==> src/sv/qkvag_pkg.sv <==
// Package for the QKV head tile address generator.
// Holds the geometry constants, register indexes, phase encoding and the
// structs shared by the register file, the counter core and the top level.
package qkvag_pkg;

   // Tile geometry
   localparam int SEQ_TILE_ROWS    = 16;
   localparam int HEAD_WIDTH_TILES = 2;
   localparam int HEAD_STRIDE      = 32;
   localparam int Q_HEADS          = 16;
   localparam int KV_HEADS         = 16;
   localparam int TILE_BYTES       = 2048;

   // Counter and field widths
   localparam int ADDR_W   = 32;
   localparam int OFFSET_W = 20;
   localparam int COUNT_W  = 16;
   localparam int ROW_W    = 10;
   localparam int HEAD_W   = 6;
   localparam int WIDTH_W  = 4;
   localparam int INDEX_W  = 3;

   // Steps at a block end (next row or batch rollover), per head and per tile
   localparam logic [ADDR_W-1:0] ROW_STEP     = ADDR_W'(HEAD_WIDTH_TILES);
   localparam logic [ADDR_W-1:0] Q_ROLL_STEP  =
      ADDR_W'((Q_HEADS - 1) * HEAD_STRIDE + HEAD_WIDTH_TILES);
   localparam logic [ADDR_W-1:0] KV_ROLL_STEP =
      ADDR_W'((KV_HEADS - 1) * HEAD_STRIDE + HEAD_WIDTH_TILES);
   localparam logic [ADDR_W-1:0] STRIDE_STEP  = ADDR_W'(HEAD_STRIDE);
   localparam logic [OFFSET_W-1:0] TILE_STEP  = OFFSET_W'(TILE_BYTES);

   // Register indexes
   localparam logic [INDEX_W-1:0] CSR_Q_BASE_ADDRESS = 3'd0;
   localparam logic [INDEX_W-1:0] CSR_K_BASE_ADDRESS = 3'd1;
   localparam logic [INDEX_W-1:0] CSR_V_BASE_ADDRESS = 3'd2;
   localparam logic [INDEX_W-1:0] CSR_BLOCK_COUNT    = 3'd3;
   localparam logic [INDEX_W-1:0] CSR_START_ROW      = 3'd4;
   localparam logic [INDEX_W-1:0] CSR_Q_START_PAGE   = 3'd5;
   localparam logic [INDEX_W-1:0] CSR_K_START_PAGE   = 3'd6;
   localparam logic [INDEX_W-1:0] CSR_V_START_PAGE   = 3'd7;

   typedef enum logic [1:0] {
      PHASE_Q = 2'd0,
      PHASE_K = 2'd1,
      PHASE_V = 2'd2
   } phase_type;

   typedef struct packed {
      logic [ADDR_W-1:0]  q_base_address;
      logic [ADDR_W-1:0]  k_base_address;
      logic [ADDR_W-1:0]  v_base_address;
      logic [COUNT_W-1:0] block_count;
      logic [ROW_W-1:0]   start_row;
      logic [ADDR_W-1:0]  q_start_page;
      logic [ADDR_W-1:0]  k_start_page;
      logic [ADDR_W-1:0]  v_start_page;
   } cfg_type;

   typedef struct packed {
      logic                write_valid;
      logic [1:0]          target_tensor;
      logic [ADDR_W-1:0]   target_base;
      logic [OFFSET_W-1:0] local_offset;
      logic [ADDR_W-1:0]   dest_page;
      logic                chunk_end;
      logic                block_end;
      logic                all_done;
   } rsp_type;

endpackage

==> src/sv/qkv_head_tile_address_generator.sv <==
// Top level of the QKV head tile address generator.
// Depends on qkvag_pkg, qkvag_csr and qkvag_core.
//
// Usage:
//  - Request channel (req_valid / req_stall / req_restart): one word per tile
//    that is ready in the local buffer. req_restart reloads the walk from the
//    registers before that tile.
//  - Response channel (rsp_valid / rsp_stall / rsp_*): exactly one word per
//    request word: a write command, or write_valid low with all_done high once
//    every configured block has been issued.
//  - Register port (csr_write_enable / csr_index / csr_write_data): writes
//    are registered; bases and block count are read live, the rest at reload.
// Timing:
//  - A word passes through an input register, then the counter core feeding
//    the result register.
//  - Throughput is one word per cycle when rsp_stall is low; the counter core
//    updates with adds and compares only, so each tile finishes in the cycle it
//    leaves the input register.
//  - A stall on rsp_stall holds the result register; the input register then
//    holds one more word and req_stall rises only while both are full.
// Reset: registers clear to zero, both stages empty, and the first tile
// after reset reloads the walk as if req_restart were set.
module qkv_head_tile_address_generator
   import qkvag_pkg::*;
(
   input  logic                 clock,
   input  logic                 reset,

   input  logic                 csr_write_enable,
   input  logic [INDEX_W-1:0]   csr_index,
   input  logic [ADDR_W-1:0]    csr_write_data,

   input  logic                 req_valid,
   output logic                 req_stall,
   input  logic                 req_restart,

   output logic                 rsp_valid,
   input  logic                 rsp_stall,
   output logic                 rsp_write_valid,
   output logic [1:0]           rsp_target_tensor,
   output logic [ADDR_W-1:0]    rsp_target_base,
   output logic [OFFSET_W-1:0]  rsp_local_offset,
   output logic [ADDR_W-1:0]    rsp_dest_page,
   output logic                 rsp_chunk_end,
   output logic                 rsp_block_end,
   output logic                 rsp_all_done
);

   cfg_type cfg;
   rsp_type core_rsp;
   rsp_type rsp_ff;

   logic in_valid_ff, in_valid_in;
   logic in_restart_ff;
   logic rsp_valid_ff, rsp_valid_in;
   logic out_free;
   logic advance;
   logic req_accept;

   qkvag_csr u_csr (
      .clock            (clock),
      .reset            (reset),
      .csr_write_enable (csr_write_enable),
      .csr_index        (csr_index),
      .csr_write_data   (csr_write_data),
      .cfg              (cfg)
   );

   // Walk advances exactly when the input word moves into the result register
   qkvag_core u_core (
      .clock   (clock),
      .reset   (reset),
      .cfg     (cfg),
      .fire    (advance),
      .restart (in_restart_ff),
      .rsp     (core_rsp)
   );

   // Result register is free when empty or being drained this cycle
   assign out_free   = !rsp_valid_ff || !rsp_stall;
   assign advance    = in_valid_ff && out_free;
   assign req_stall  = in_valid_ff && !out_free;
   assign req_accept = req_valid && !req_stall;

   always_comb begin
      in_valid_in = in_valid_ff;
      if (req_accept) begin
         in_valid_in = 1'b1;
      end else if (advance) begin
         in_valid_in = 1'b0;
      end
   end

   always_comb begin
      rsp_valid_in = rsp_valid_ff;
      if (advance) begin
         rsp_valid_in = 1'b1;
      end else if (!rsp_stall) begin
         rsp_valid_in = 1'b0;
      end
   end

   always_ff @(posedge clock) begin
      if (reset) begin
         in_valid_ff  <= 1'b0;
         rsp_valid_ff <= 1'b0;
      end else begin
         in_valid_ff  <= in_valid_in;
         rsp_valid_ff <= rsp_valid_in;
      end
   end

   // Payload registers: load on transfer, hold otherwise
   always_ff @(posedge clock) begin
      if (req_accept) begin
         in_restart_ff <= req_restart;
      end
      if (advance) begin
         rsp_ff <= core_rsp;
      end
   end

   assign rsp_valid         = rsp_valid_ff;
   assign rsp_write_valid   = rsp_ff.write_valid;
   assign rsp_target_tensor = rsp_ff.target_tensor;
   assign rsp_target_base   = rsp_ff.target_base;
   assign rsp_local_offset  = rsp_ff.local_offset;
   assign rsp_dest_page     = rsp_ff.dest_page;
   assign rsp_chunk_end     = rsp_ff.chunk_end;
   assign rsp_block_end     = rsp_ff.block_end;
   assign rsp_all_done      = rsp_ff.all_done;

endmodule

==> src/sv/qkvag_csr.sv <==
// Configuration register file of the QKV head tile address generator.
// Depends on qkvag_pkg for the register indexes and the cfg_type struct.
module qkvag_csr
   import qkvag_pkg::*;
(
   input  logic                 clock,
   input  logic                 reset,
   input  logic                 csr_write_enable,
   input  logic [INDEX_W-1:0]   csr_index,
   input  logic [ADDR_W-1:0]    csr_write_data,
   output cfg_type              cfg
);

   cfg_type cfg_ff;
   cfg_type cfg_in;

   always_comb begin
      cfg_in = cfg_ff;
      if (csr_write_enable) begin
         unique case (csr_index)
            CSR_Q_BASE_ADDRESS: cfg_in.q_base_address = csr_write_data;
            CSR_K_BASE_ADDRESS: cfg_in.k_base_address = csr_write_data;
            CSR_V_BASE_ADDRESS: cfg_in.v_base_address = csr_write_data;
            CSR_BLOCK_COUNT:    cfg_in.block_count    = csr_write_data[COUNT_W-1:0];
            CSR_START_ROW:      cfg_in.start_row      = csr_write_data[ROW_W-1:0];
            CSR_Q_START_PAGE:   cfg_in.q_start_page   = csr_write_data;
            CSR_K_START_PAGE:   cfg_in.k_start_page   = csr_write_data;
            CSR_V_START_PAGE:   cfg_in.v_start_page   = csr_write_data;
            default:            cfg_in = cfg_ff;
         endcase
      end
   end

   always_ff @(posedge clock) begin
      if (reset) begin
         cfg_ff <= '0;
      end else begin
         cfg_ff <= cfg_in;
      end
   end

   assign cfg = cfg_ff;

endmodule

==> src/sv/qkvag_core.sv <==
// Counter core of the QKV head tile address generator: walk state and the
// combinational command for the current tile. Depends on qkvag_pkg.
module qkvag_core
   import qkvag_pkg::*;
(
   input  logic    clock,
   input  logic    reset,
   input  cfg_type cfg,
   input  logic    fire,
   input  logic    restart,
   output rsp_type rsp
);

   phase_type           phase_ff, phase_in, cur_phase;
   logic [HEAD_W-1:0]   head_ff, head_in, cur_head;
   logic [WIDTH_W-1:0]  width_ff, width_in, cur_width;
   logic [OFFSET_W-1:0] offset_ff, offset_in, cur_offset;
   logic [ADDR_W-1:0]   row_page_ff, row_page_in, cur_row_page;
   logic [COUNT_W-1:0]  blocks_ff, blocks_in, cur_blocks;
   logic [ROW_W-1:0]    row_ff, row_in, cur_row;
   logic [ADDR_W-1:0]   q_page_ff, q_page_in, cur_q_page;
   logic [ADDR_W-1:0]   k_page_ff, k_page_in, cur_k_page;
   logic [ADDR_W-1:0]   v_page_ff, v_page_in, cur_v_page;
   logic                load_pending_ff;

   logic                load;
   logic                done;
   logic                last_w;
   logic                chunk_end;
   logic                block_end;
   logic [HEAD_W:0]     heads;
   logic [ROW_W:0]      next_row;

   assign load = restart || load_pending_ff;

   // Reload from the registers, or continue from the stored walk
   always_comb begin
      if (load) begin
         cur_phase    = PHASE_Q;
         cur_head     = '0;
         cur_width    = '0;
         cur_offset   = '0;
         cur_blocks   = '0;
         cur_row      = cfg.start_row;
         cur_q_page   = cfg.q_start_page;
         cur_k_page   = cfg.k_start_page;
         cur_v_page   = cfg.v_start_page;
         cur_row_page = cfg.q_start_page;
      end else begin
         cur_phase    = phase_ff;
         cur_head     = head_ff;
         cur_width    = width_ff;
         cur_offset   = offset_ff;
         cur_blocks   = blocks_ff;
         cur_row      = row_ff;
         cur_q_page   = q_page_ff;
         cur_k_page   = k_page_ff;
         cur_v_page   = v_page_ff;
         cur_row_page = row_page_ff;
      end
   end

   assign done      = cur_blocks >= cfg.block_count;
   assign heads     = (cur_phase == PHASE_Q) ? (HEAD_W+1)'(Q_HEADS) : (HEAD_W+1)'(KV_HEADS);
   assign last_w    = ({1'b0, cur_width} + 1'b1) >= (WIDTH_W+1)'(HEAD_WIDTH_TILES);
   assign chunk_end = last_w && (({1'b0, cur_head} + 1'b1) >= heads);
   assign block_end = chunk_end && (cur_phase == PHASE_V);
   assign next_row  = {1'b0, cur_row} + 1'b1;

   // Command for this tile
   always_comb begin
      rsp = '0;
      if (done) begin
         rsp.all_done = 1'b1;
      end else begin
         rsp.write_valid   = 1'b1;
         rsp.target_tensor = cur_phase;
         case (cur_phase)
            PHASE_Q: rsp.target_base = cfg.q_base_address;
            PHASE_K: rsp.target_base = cfg.k_base_address;
            default: rsp.target_base = cfg.v_base_address;
         endcase
         rsp.local_offset = cur_offset;
         rsp.dest_page    = cur_row_page + ADDR_W'(cur_width);
         rsp.chunk_end    = chunk_end;
         rsp.block_end    = block_end;
         rsp.all_done     = block_end &&
                            (({1'b0, cur_blocks} + 1'b1) >= {1'b0, cfg.block_count});
      end
   end

   // Next walk state
   always_comb begin
      phase_in    = cur_phase;
      head_in     = cur_head;
      width_in    = cur_width;
      offset_in   = cur_offset;
      row_page_in = cur_row_page;
      blocks_in   = cur_blocks;
      row_in      = cur_row;
      q_page_in   = cur_q_page;
      k_page_in   = cur_k_page;
      v_page_in   = cur_v_page;
      if (!done) begin
         offset_in = cur_offset + TILE_STEP;
         width_in  = cur_width + 1'b1;
         if (last_w) begin
            width_in    = '0;
            head_in     = cur_head + 1'b1;
            row_page_in = cur_row_page + STRIDE_STEP;
         end
         if (chunk_end) begin
            head_in   = '0;
            offset_in = '0;
            case (cur_phase)
               PHASE_Q: begin
                  phase_in    = PHASE_K;
                  row_page_in = cur_k_page;
               end
               PHASE_K: begin
                  phase_in    = PHASE_V;
                  row_page_in = cur_v_page;
               end
               default: begin
                  // End of block: advance a row or roll into the next batch
                  phase_in  = PHASE_Q;
                  blocks_in = cur_blocks + 1'b1;
                  if (next_row < (ROW_W+1)'(SEQ_TILE_ROWS)) begin
                     q_page_in = cur_q_page + ROW_STEP;
                     k_page_in = cur_k_page + ROW_STEP;
                     v_page_in = cur_v_page + ROW_STEP;
                     row_in    = next_row[ROW_W-1:0];
                  end else begin
                     q_page_in = cur_q_page + Q_ROLL_STEP;
                     k_page_in = cur_k_page + KV_ROLL_STEP;
                     v_page_in = cur_v_page + KV_ROLL_STEP;
                     row_in    = '0;
                  end
                  row_page_in = q_page_in;
               end
            endcase
         end
      end
   end

   always_ff @(posedge clock) begin
      if (reset) begin
         load_pending_ff <= 1'b1;
         phase_ff        <= PHASE_Q;
         head_ff         <= '0;
         width_ff        <= '0;
         offset_ff       <= '0;
         row_page_ff     <= '0;
         blocks_ff       <= '0;
         row_ff          <= '0;
         q_page_ff       <= '0;
         k_page_ff       <= '0;
         v_page_ff       <= '0;
      end else if (fire) begin
         load_pending_ff <= 1'b0;
         phase_ff        <= phase_in;
         head_ff         <= head_in;
         width_ff        <= width_in;
         offset_ff       <= offset_in;
         row_page_ff     <= row_page_in;
         blocks_ff       <= blocks_in;
         row_ff          <= row_in;
         q_page_ff       <= q_page_in;
         k_page_ff       <= k_page_in;
         v_page_ff       <= v_page_in;
      end
   end

endmodule

==> config.mk <==
export PLATFORM = sky130hd
export DESIGN_NAME = qkv_head_tile_address_generator
export DESIGN_NICKNAME = d
export VERILOG_FILES = /design/src/sv/qkvag_pkg.sv /design/src/sv/qkv_head_tile_address_generator.sv /design/src/sv/qkvag_csr.sv /design/src/sv/qkvag_core.sv
export SDC_FILE = /design/constraint.sdc
export NUM_CORES = 1
export LEC_CHECK = 0
export BUFFER_PORTS_ARGS = -buffer_cell sky130_fd_sc_hd__buf_2
export CORE_MARGIN = 5
export CORE_UTILIZATION = 40
export CTS_BUF_LIST = sky130_fd_sc_hd__clkbuf_8 sky130_fd_sc_hd__clkbuf_16
export DETAILED_ROUTE_END_ITERATION = 8
export REMOVE_ABC_BUFFERS = 1
export SYNTH_ARGS = -nofsm -noshare
export SYNTH_HDL_FRONTEND = slang
export SYNTH_SLANG_ARGS = --single-unit
==> constraint.sdc <==
create_clock -name clock -period 10.7 [get_ports clock]
set_clock_uncertainty 0.05 [all_clocks]
set_input_delay 3.21 -clock clock [delete_from_list [all_inputs] [get_ports clock]]
set_output_delay 3.21 -clock clock [all_outputs]
set_load 0.01 [all_outputs]
## After elaboration in Yosys (flattened, before gate mapping)

Cells that the tools add are included.

| word-level totals | value |
|---|---|
| register bits after elaboration | 498 |
| latch bits | 0 |
| memory bits (writable) | 0 |
| memory bits (read-only) | 0 |
| input port bits | 41 |
| output and inout port bits | 92 |
| word-level logic and storage cells | 134 |
| memories | 0 |

| cells by class | value |
|---|---|
| add/sub/neg operators | 16 |
| multiply operators | 0 |
| divide/modulo/power cells | 0 |
| magnitude comparators | 5 |
| eq/ne operators | 10 |
| shift-type cells | 0 |
| muxes and demuxes | 49 |
| bitwise logic cells | 0 |
| reductions and logical operators | 24 |

Operator list:

| kind | number |
|---|---|
| 32-bit 2-to-1 mux | 19 |
| 32-bit case mux with 2 select lines | 2 |
| 32-bit by 2-bit adder with 32-bit output (second input constant) | 3 |
| 32-bit by 9-bit adder with 32-bit output (second input constant) | 3 |
| 89-bit 2-to-1 mux | 1 |
| 16-bit 2-to-1 mux | 4 |
| 20-bit 2-to-1 mux | 3 |
| 10-bit 2-to-1 mux | 5 |
| 32-bit by 4-bit adder with 32-bit output | 1 |
| 32-bit by 6-bit adder with 32-bit output (second input constant) | 1 |
| 6-bit 2-to-1 mux | 4 |
| 20-bit by 12-bit adder with 20-bit output (second input constant) | 1 |
| 16-bit by 1-bit adder with 17-bit output (second input constant) | 1 |
| 17-bit by 16-bit greater-or-equal comparator with 1-bit output | 1 |
| 16-bit by 1-bit adder with 16-bit output (second input constant) | 1 |
| 16-bit greater-or-equal comparator | 1 |
| 2-bit AND reduction | 8 |
| 3-bit == test (second input constant) | 4 |
| 4-bit 2-to-1 mux | 3 |
| 10-bit by 1-bit adder with 11-bit output (second input constant) | 1 |
| 11-bit by 5-bit less-than comparator with 1-bit output (second input constant) | 1 |
| 6-bit by 1-bit adder with 7-bit output (second input constant) | 1 |
| 7-bit by 5-bit greater-or-equal comparator with 1-bit output (second input constant) | 1 |
| 6-bit by 1-bit adder with 6-bit output (second input constant) | 1 |
| 18 further kinds | 33 |

## Logic depth before layout (Yosys ltp)

Gate-level depths: netlist of run 1.

| logic depth | value |
|---|---|
| depth in word-level cells | 8 |
| mapped depth | 23 |
| depth with buffers taken out | 16 |

## Hierarchy

From an unflattened synthesis of run 1, not the netlist that was laid out.

| second synthesis, totals | value |
|---|---|
| cells, all modules | 3341 |
| area total of the unflattened synthesis | 29077.9 µm² |

By module, submodules not included:

| module | instances | cells an instance | area each (µm²) | seq. area each (µm²) |
|---|---|---|---|---|
| qkvag_core | 1 | 2479 | 17737.0 | 3743.6 |
| qkvag_csr | 1 | 761 | 8521.9 | 4364.2 |
| qkv_head_tile_address_generator | 1 | 101 | 2819.0 | 2772.7 |

## Least setup slack after synthesis of run 1

No wires, ideal clock.

| path | value |
|---|---|
| path type | input to register |
| start point | in rsp_stall |
| end point | reg u_core.k_page_ff[13] |
| library setup time | 0.274 ns |
| arrival time | 6.999 ns |
| required time | 10.376 ns |
| setup slack | 3.377 ns |
| stages on the path | 7 |
| buffers on the path | 3 |
| cells stage by stage | nand2_1 nand2_1 clkinv_1 clkbuf_1 clkbuf_1 clkbuf_1 o211ai_1 |

| between the ends | value |
|---|---|
| word-level cells in the longest chain between the ends | 3 |

RTL lines:

| element | line | RTL |
|---|---|---|
| start: declaration | qkv_head_tile_address_generator.sv:38 | `input logic rsp_stall,` |
| 1-bit zero test | -- |  |
| 1-bit logical OR | qkv_head_tile_address_generator.sv:80 | `assign out_free = !rsp_valid_ff \|\| !rsp_stall;` |
| 1-bit logical AND | qkv_head_tile_address_generator.sv:81 | `assign advance = in_valid_ff && out_free;` |
| via advance | qkv_head_tile_address_generator.sv:57 | `logic advance;` |
| end signal: assignment | qkvag_core.sv:169 | `k_page_ff <= k_page_in;` |
| end: declaration | qkvag_core.sv:22 | `logic [ADDR_W-1:0] k_page_ff, k_page_in, cur_k_page;` |

The timed path passes the listed nets, and every way through them passes these cells.
A chain may end at the register's enable or synchronous reset.

## Final worst setup path of run 1

| path | value |
|---|---|
| start point | in rsp_stall |
| end point | out req_stall |

| between the ends | value |
|---|---|
| word-level cells in the longest chain between the ends | 4 |

RTL lines:

| element | line | RTL |
|---|---|---|
| 1-bit zero test | -- |  |
| 1-bit logical OR | qkv_head_tile_address_generator.sv:80 |  |
| 1-bit zero test | qkv_head_tile_address_generator.sv:82 | `assign req_stall = in_valid_ff && !out_free;` |
| 1-bit logical AND | qkv_head_tile_address_generator.sv:82 |  |
| end: declaration | qkv_head_tile_address_generator.sv:34 | `output logic req_stall,` |

Every way passes these cells.

==> impl_metrics.tcl, run 1 <==
set metrics [dict create \
    status "complete, no violations" \
    syn_inst 3559 \
    layout_setup_ws_ps 3785 \
    grt_start_max_net_pins 105 \
    dieHeight_um 273.7 \
    finish.cell_count_without_fillers 4499 \
    num_io_pins 133 \
    number_of_buffers_on_the_longest_clock_path 3 \
    cts-buffers-inserted 54 \
    drt.antenna.violating_nets 0 \
    crit_end "req_stall" \
    worst_setup_path_start_kind "input pin" \
    area.growth.synth_to_final_pct 11.37 \
    finalSetupViolations 0 \
    relSlewSlack 0.1319 \
    syn_avg_cell_area_um2 7.817 \
    min_period_ps 6915 \
    asyncSetResetFlopFracSynth 0 \
    quantity_of_i_o_buffers_inserted_on_ports 132 \
    synth-seq-cells 498 \
    setup.worst_path.end_class "output pin" \
    rsz0062_at_grt "no" \
    diodes 0 \
    tritoncts_clock_tree "yes" \
    power.density_nw_per_um2 143.1 \
    cts_htree_levels 2 \
    via_per_inst 5.902 \
    post-route-drc-count 0 \
    synth_edf_count 91 \
    fillerInstances 6946 \
    timing.max_cap.violations 0 \
    gp_routability_congestion 0.8986 \
    timing.hold.worst.class "flip-flop to flip-flop" \
    drt_iter0_drc 2583 \
    slew_viol_final 0 \
    initial_core_util 0.4042 \
    cellLeakagePower_nw 10.78 \
    drt_pass1_iterations 6 \
    route.final.wire_length_um 95200 \
    post_cts_hold_buffer_count 0 \
    synthDistinctLibCells 101 \
    ys.flop_type "dfxtp_1" \
    synth.yosys.seq_area_share 0.3911 \
    hold_violations 0 \
    worstSkewPairLatency_ps 620 \
    grt_usage 0.2428 \
    crit_fanout 3 \
    period_utilisation_layout 0.6463 \
    worstPathArrival_ps 3660 \
    highest_attainable_clock_frequency_ghz 0.1446 \
    cts_sinks 498 \
    dp_hpwl_um 61630 \
    rr_endpoint "u_core.row_page_ff[31]$_SDFFE_PP0P_" \
    crit-reg2reg-launch "in_restart_ff$_DFFE_PP_" \
    fp-row-count 96 \
    reg2regPathDepth 14 \
    cp.required_ps 7440 \
    antenna_found_initial 0 \
    drt-wirelength-per-cell_um 21.16 \
    chipWidth_um 273.7 \
    via_count 26551 \
    timing.critical_path.from "rsp_stall" \
    dp_cells 4399 \
    cts_resized 0 \
    yosys_warnings 0 \
    finish.net_count 3625 \
    post_synth_instance_area_um2 27820 \
    post_cts.repair.setup_buffers 0 \
    wire_length_of_the_first_global_routing_pass_um 145900 \
    floorplan.core_area_um2 68830 \
    r2r_slack_ps 4570 \
    ir_drop_mv 0.1067 \
    via_count_of_the_first_global_routing_pass 24017 \
    place_ws_ps 3783 \
    max_slew.worst_pin.slew_ps 1289 \
    cts_root_buf "clkbuf_16" \
    criticalPathCategory "input pin to output pin" \
    globalRoute.totalOverflow 0 \
    final_layout_size_suffix_gt1_frac 0.09922 \
    clkSlewWorstSetupHoldPaths_ps 60 \
    die_area_um2 74920 \
]
## stage by stage
stage	hold WS (ps)	TNS, ps	power [W]	utilization	cell area [µm²]
after floorplan	365.8	-1933200	0.002246	-	26670
after global placement	380.3	0	0.002440	0.4224	29080
after detailed placement	388.1	0	0.002442	0.4224	29080
after CTS	402.5	0	0.004456	0.4501	30980
after global routing	418.0	0	0.004580	0.4501	30980
final	402.9	0	0.004435	0.4501	30980
## metal layers
layer  track usage  up-vias  share of wire  routed length [µm]
met5             0        -              0                   0
met4       0.06173        0          0.025                2418
met3       0.03103      133          0.078                7427
met2        0.3782     1038           0.44               42210
met1        0.3568    12604           0.45               43140
li1              -    12776              -                   -
## cell type report
cell class	count	area, µm²	share of cell area
Multi-Input combinational cell	2726	15690	0.5065
Inverter	51	200.2	0.006462
Timing Repair Buffer	193	1129	0.03643
Sequential cell	498	10890	0.3515
Clock inverter	35	369.1	0.01191
Clock buffer	65	1536	0.04959
Tap cell	931	1165	0.03760
## synth_stat cells (49+ instances only)
cell type	n	area, µm²
nand4_1	53	331.6
and3_1	76	475.5
nand2_1	715	2684
ha_1	59	738.2
inv_1	49	183.9
nor2_1	255	957.2
dfxtp_1	407	8148
o211ai_1	78	585.6
edfxtp_1	91	2733
nor3_1	85	425.4
a21oi_1	427	2137
clkbuf_1	219	822.0
nand3_1	99	495.5
o21ai_0	132	660.6
a31oi_1	50	312.8
## flip-flops by register name, summed over array words and instances (netlist names), 6 cells and up
register	flops
rsp_target_base	32
u_csr.cfg	218
u_core.q_page_ff	32
rsp_local_offset	20
u_core.blocks_ff	16
u_core.row_page_ff	32
u_core.row_ff	10
u_core.offset_ff	20
rsp_dest_page	32
u_core.k_page_ff	32
u_core.v_page_ff	32
u_core.head_ff	6
## worst min-delay path by stage
| stage | endpoint | slack [ps] | cells past startpoint | from |
|---|---|---|---|---|
| after floorplan | u_core.q_page_ff[9]$_SDFFE_PP0P_ | 370 | 2 | u_core.q_page_ff[9]$_SDFFE_PP0P_ |
| after global placement | u_core.q_page_ff[9]$_SDFFE_PP0P_ | 380 | 2 | u_core.q_page_ff[9]$_SDFFE_PP0P_ |
| after detailed placement | u_core.q_page_ff[9]$_SDFFE_PP0P_ | 390 | 2 | u_core.q_page_ff[9]$_SDFFE_PP0P_ |
| after CTS | u_core.q_page_ff[2]$_SDFFE_PP0P_ | 400 | 2 | u_core.q_page_ff[2]$_SDFFE_PP0P_ |
| after global routing | u_csr.cfg[112]$_SDFFE_PP0P_ | 420 | 2 | u_csr.cfg[112]$_SDFFE_PP0P_ |
| final | u_core.q_page_ff[2]$_SDFFE_PP0P_ | 400 | 2 | u_core.q_page_ff[2]$_SDFFE_PP0P_ |
## power breakdown
part	total [W]	internal [W]	switching [W]
Clock	0.00203	0.00121	0.000820
Sequential	0.00199	0.00196	0.0000372
Combinational	0.000415	0.000103	0.000312
## kinds of logic after synthesis
| kind of cell | count (synthesis) | synth area share |
|---|---|---|
| flip-flops | 498 | 0.3911 |
| XOR/XNOR | 78 | 0.02456 |
| adder cells (fa/ha/maj) | 60 | 0.02726 |
| multiplexers | 59 | 0.02172 |
| buffers and inverters | 335 | 0.04835 |
| AO/OA/AOI/OAI | 994 | 0.2239 |
| AND/OR/NAND/NOR | 1535 | 0.2631 |
## critical path, cell delays in order
cell,delay [ps]
buf_2,110
and3_1,190
buf_2,140
## cells in the final DEF (no fill, tap or decap), types with 12 or more instances in the layout
cell,instances
a31oi_1,50
o211ai_1,78
and2_1,42
clkbuf_16,57
nor2b_1,21
xor2_1,35
ha_1,59
dfxtp_1,404
a21oi_1,425
a21boi_0,15
or4_1,17
nand4bb_1,20
buf_4,61
nor4_1,26
mux2i_1,48
o21ai_0,131
a21o_1,31
xnor2_1,43
nor2_1,248
or4bb_1,13
a22oi_1,16
and3_1,76
nor3b_1,13
o21a_1,18
or3b_2,12
nand3_1,98
edfxtp_1,91
nand2_1,712
or3_1,30
buf_2,131
a211oi_1,19
nand4_1,53
a311oi_1,16
nor3_1,84
o22ai_1,41
inv_1,55
Power figures use the tool's default switching activity.
==> inputs of run 2 (changes only) <==
- clock period: 10.7 -> 6.99 ns (I/O delays scaled with it)
==> run 2 against run 1 <==
Sequential power increased by 53%. Non-clock buffer count unchanged. Worst hold slack got worse by 0.88 ps. Global-route usage increased by 0.36 points. Clock power increased by 59%. Register-to-register slack got worse by 2700 ps. Critical path depth increased by 11. Count of clock-buffer cells in the layout decreased by 1. First-iteration DRC count increased by 0.50%. Via count increased by 0.37%. Final cell count about the same. Largest cell class unchanged. Largest power group unchanged.
==> impl_metrics.tcl, run 2 (synthesis gave the netlist of run 1 again) <==
set metrics [dict create \
    status "complete, no violations" \
    quantity_of_i_o_buffers_inserted_on_ports 132 \
    post-route-drc-count 0 \
    cp.required_ps 7450 \
    cts_sinks 498 \
    initial_core_util 0.4042 \
    power.density_nw_per_um2 222.3 \
    cts_htree_levels 2 \
    worstSkewPairLatency_ps 620 \
    antenna_found_initial 0 \
    via_count_of_the_first_global_routing_pass 24807 \
    highest_attainable_clock_frequency_ghz 0.1940 \
    post_cts_hold_buffer_count 0 \
    min_period_ps 5155 \
    final_layout_size_suffix_gt1_frac 0.1003 \
    wire_length_of_the_first_global_routing_pass_um 148800 \
    setup_tns_ps 0 \
    timing.max_cap.violations 0 \
    ir_drop_mv 0.1770 \
    r2r_slack_ps 1830 \
    timing.hold.worst.class "flip-flop to flip-flop" \
    gp_routability_congestion 0.9048 \
    max_slew.worst_pin.slew_ps 1152 \
    clkSlewWorstSetupHoldPaths_ps 60 \
    chipWidth_um 273.7 \
    tritoncts_clock_tree "yes" \
    layout.cells.most_common "nand2_1" \
    drt_pass1_iterations 6 \
    number_of_buffers_on_the_longest_clock_path 3 \
    criticalPathCategory "flip-flop to flip-flop" \
    placed_area_um2 29150 \
    route.final.wire_length_um 96460 \
    via_count 26649 \
    finalSetupViolations 0 \
    slowest_stage "nor3b_1" \
    drt_iter0_drc 2596 \
    final_cell_area_um2 31170 \
    cellLeakagePower_nw 10.86 \
    layout_setup_ws_ps 1835 \
    seq_power_share 0.439 \
    p_sw_frac 0.2615 \
    hold_violations 0 \
    cts-buffers-inserted 54 \
    setup.worst_path.end_class "flip-flop" \
    cts_root_buf "clkbuf_16" \
    fp-row-count 96 \
    path_cells "buf_4 -> nor2_4 -> buf_4 -> nand2_1 -> ha_1 -> nor3b_1 -> a21oi_2 -> buf_4 -> o211ai_1 -> clkinv_1 -> buf_4 -> o211ai_1 -> a21oi_1 -> o41ai_1" \
    grt_start_max_net_pins 184 \
    place_ws_ps 1949 \
    finish.net_count 3625 \
    crit_path_frequent_cell "buf_4" \
    dieHeight_um 273.7 \
    holdWs_ps 402.1 \
    p_total_w 0.006929 \
    via_per_inst 5.922 \
    die_area_um2 74920 \
    rsz0062_at_grt "no" \
    post_cts.repair.setup_buffers 0 \
    pwr-share-clk 0.466 \
    dp_hpwl_um 61670 \
    diodes 0 \
    drt-wirelength-per-cell_um 21.43 \
    slew_viol_final 0 \
    power.combinational.fraction 0.095 \
    critPathMaxStageDelay_ps 870 \
    globalRoute.totalOverflow 0 \
    flip_flop_count_of_the_largest_register_after_layout 218 \
    period_utilisation_layout 0.7375 \
    area.growth.synth_to_final_pct 12.06 \
    grt_usage 0.2464 \
    p_int_w 0.005117 \
    relSlewSlack 0.2260 \
    worstPathArrival_ps 5620 \
    crit_fanout 33 \
    cts_resized 0 \
    floorplan.core_area_um2 68830 \
    worst_setup_path_start_kind "flip-flop" \
    drt.antenna.violating_nets 0 \
    switching_power_w 0.001812 \
    num_io_pins 133 \
    layout.cells.most_common_list "nand2_1, a21oi_1, dfxtp_1" \
]
-- run 2: cell type report --
cell class	instances	area [µm²]
Clock inverter	37	464.2
Multi-Input combinational cell	2726	15700
Fill cell	6850	37650
Sequential cell	498	10890
Inverter	51	200.2
Clock buffer	64	1556
Timing Repair Buffer	193	1204
Tap cell	931	1165
-- run 2: worst paths after layout --
path,start,endpoint,cells past startpoint
max,in_restart_ff$_DFFE_PP_,u_core.row_page_ff[12]$_SDFFE_PP0P_,14
min,u_core.q_page_ff[9]$_SDFFE_PP0P_,u_core.q_page_ff[9]$_SDFFE_PP0P_,2
max reg2reg,in_restart_ff$_DFFE_PP_,u_core.row_page_ff[12]$_SDFFE_PP0P_,14
min reg2reg,u_core.q_page_ff[9]$_SDFFE_PP0P_,u_core.q_page_ff[9]$_SDFFE_PP0P_,2
-- run 2: power groups by stage --
| stage | combinational (W) | clock (W) | sequential (W) |
|---|---|---|---|
| 6_report | 0.000655 | 0.00323 | 0.00304 |
| 5_1_grt | 0.000700 | 0.00339 | 0.00305 |
| 4_1_cts | 0.000647 | 0.00328 | 0.00304 |
| 3_5_place_dp | 0.000645 | 0 | 0.00311 |
| 3_3_place_gp | 0.000643 | 0 | 0.00311 |
| 2_1_floorplan | 0.000320 | 0 | 0.00312 |
-- run 2: routing by layer --
metal | GRT usage | wire length (µm)
met1 | 0.3534 | 44020
met2 | 0.3931 | 43230
met3 | 0.03392 | 6980
met4 | 0.06120 | 2236
met5 | 0 | 0
-- run 2: critical path, delay by kind of cell (launching register included) --
kind | cells | cell delay (ps)
buffers and inverters | 5 | 1710
AND/OR/NAND/NOR | 3 | 1680
AO/OA/AOI/OAI | 5 | 870
flip-flops | 1 | 390
adder cells (fa/ha/maj) | 1 | 320
-- run 2: stage by stage --
step,instances,util
global route,4500,0.4529
detailed placement,4399,0.4236
global placement,4399,0.4236
CTS,4500,0.4529
floorplan,3275,-
finish,4500,0.4529
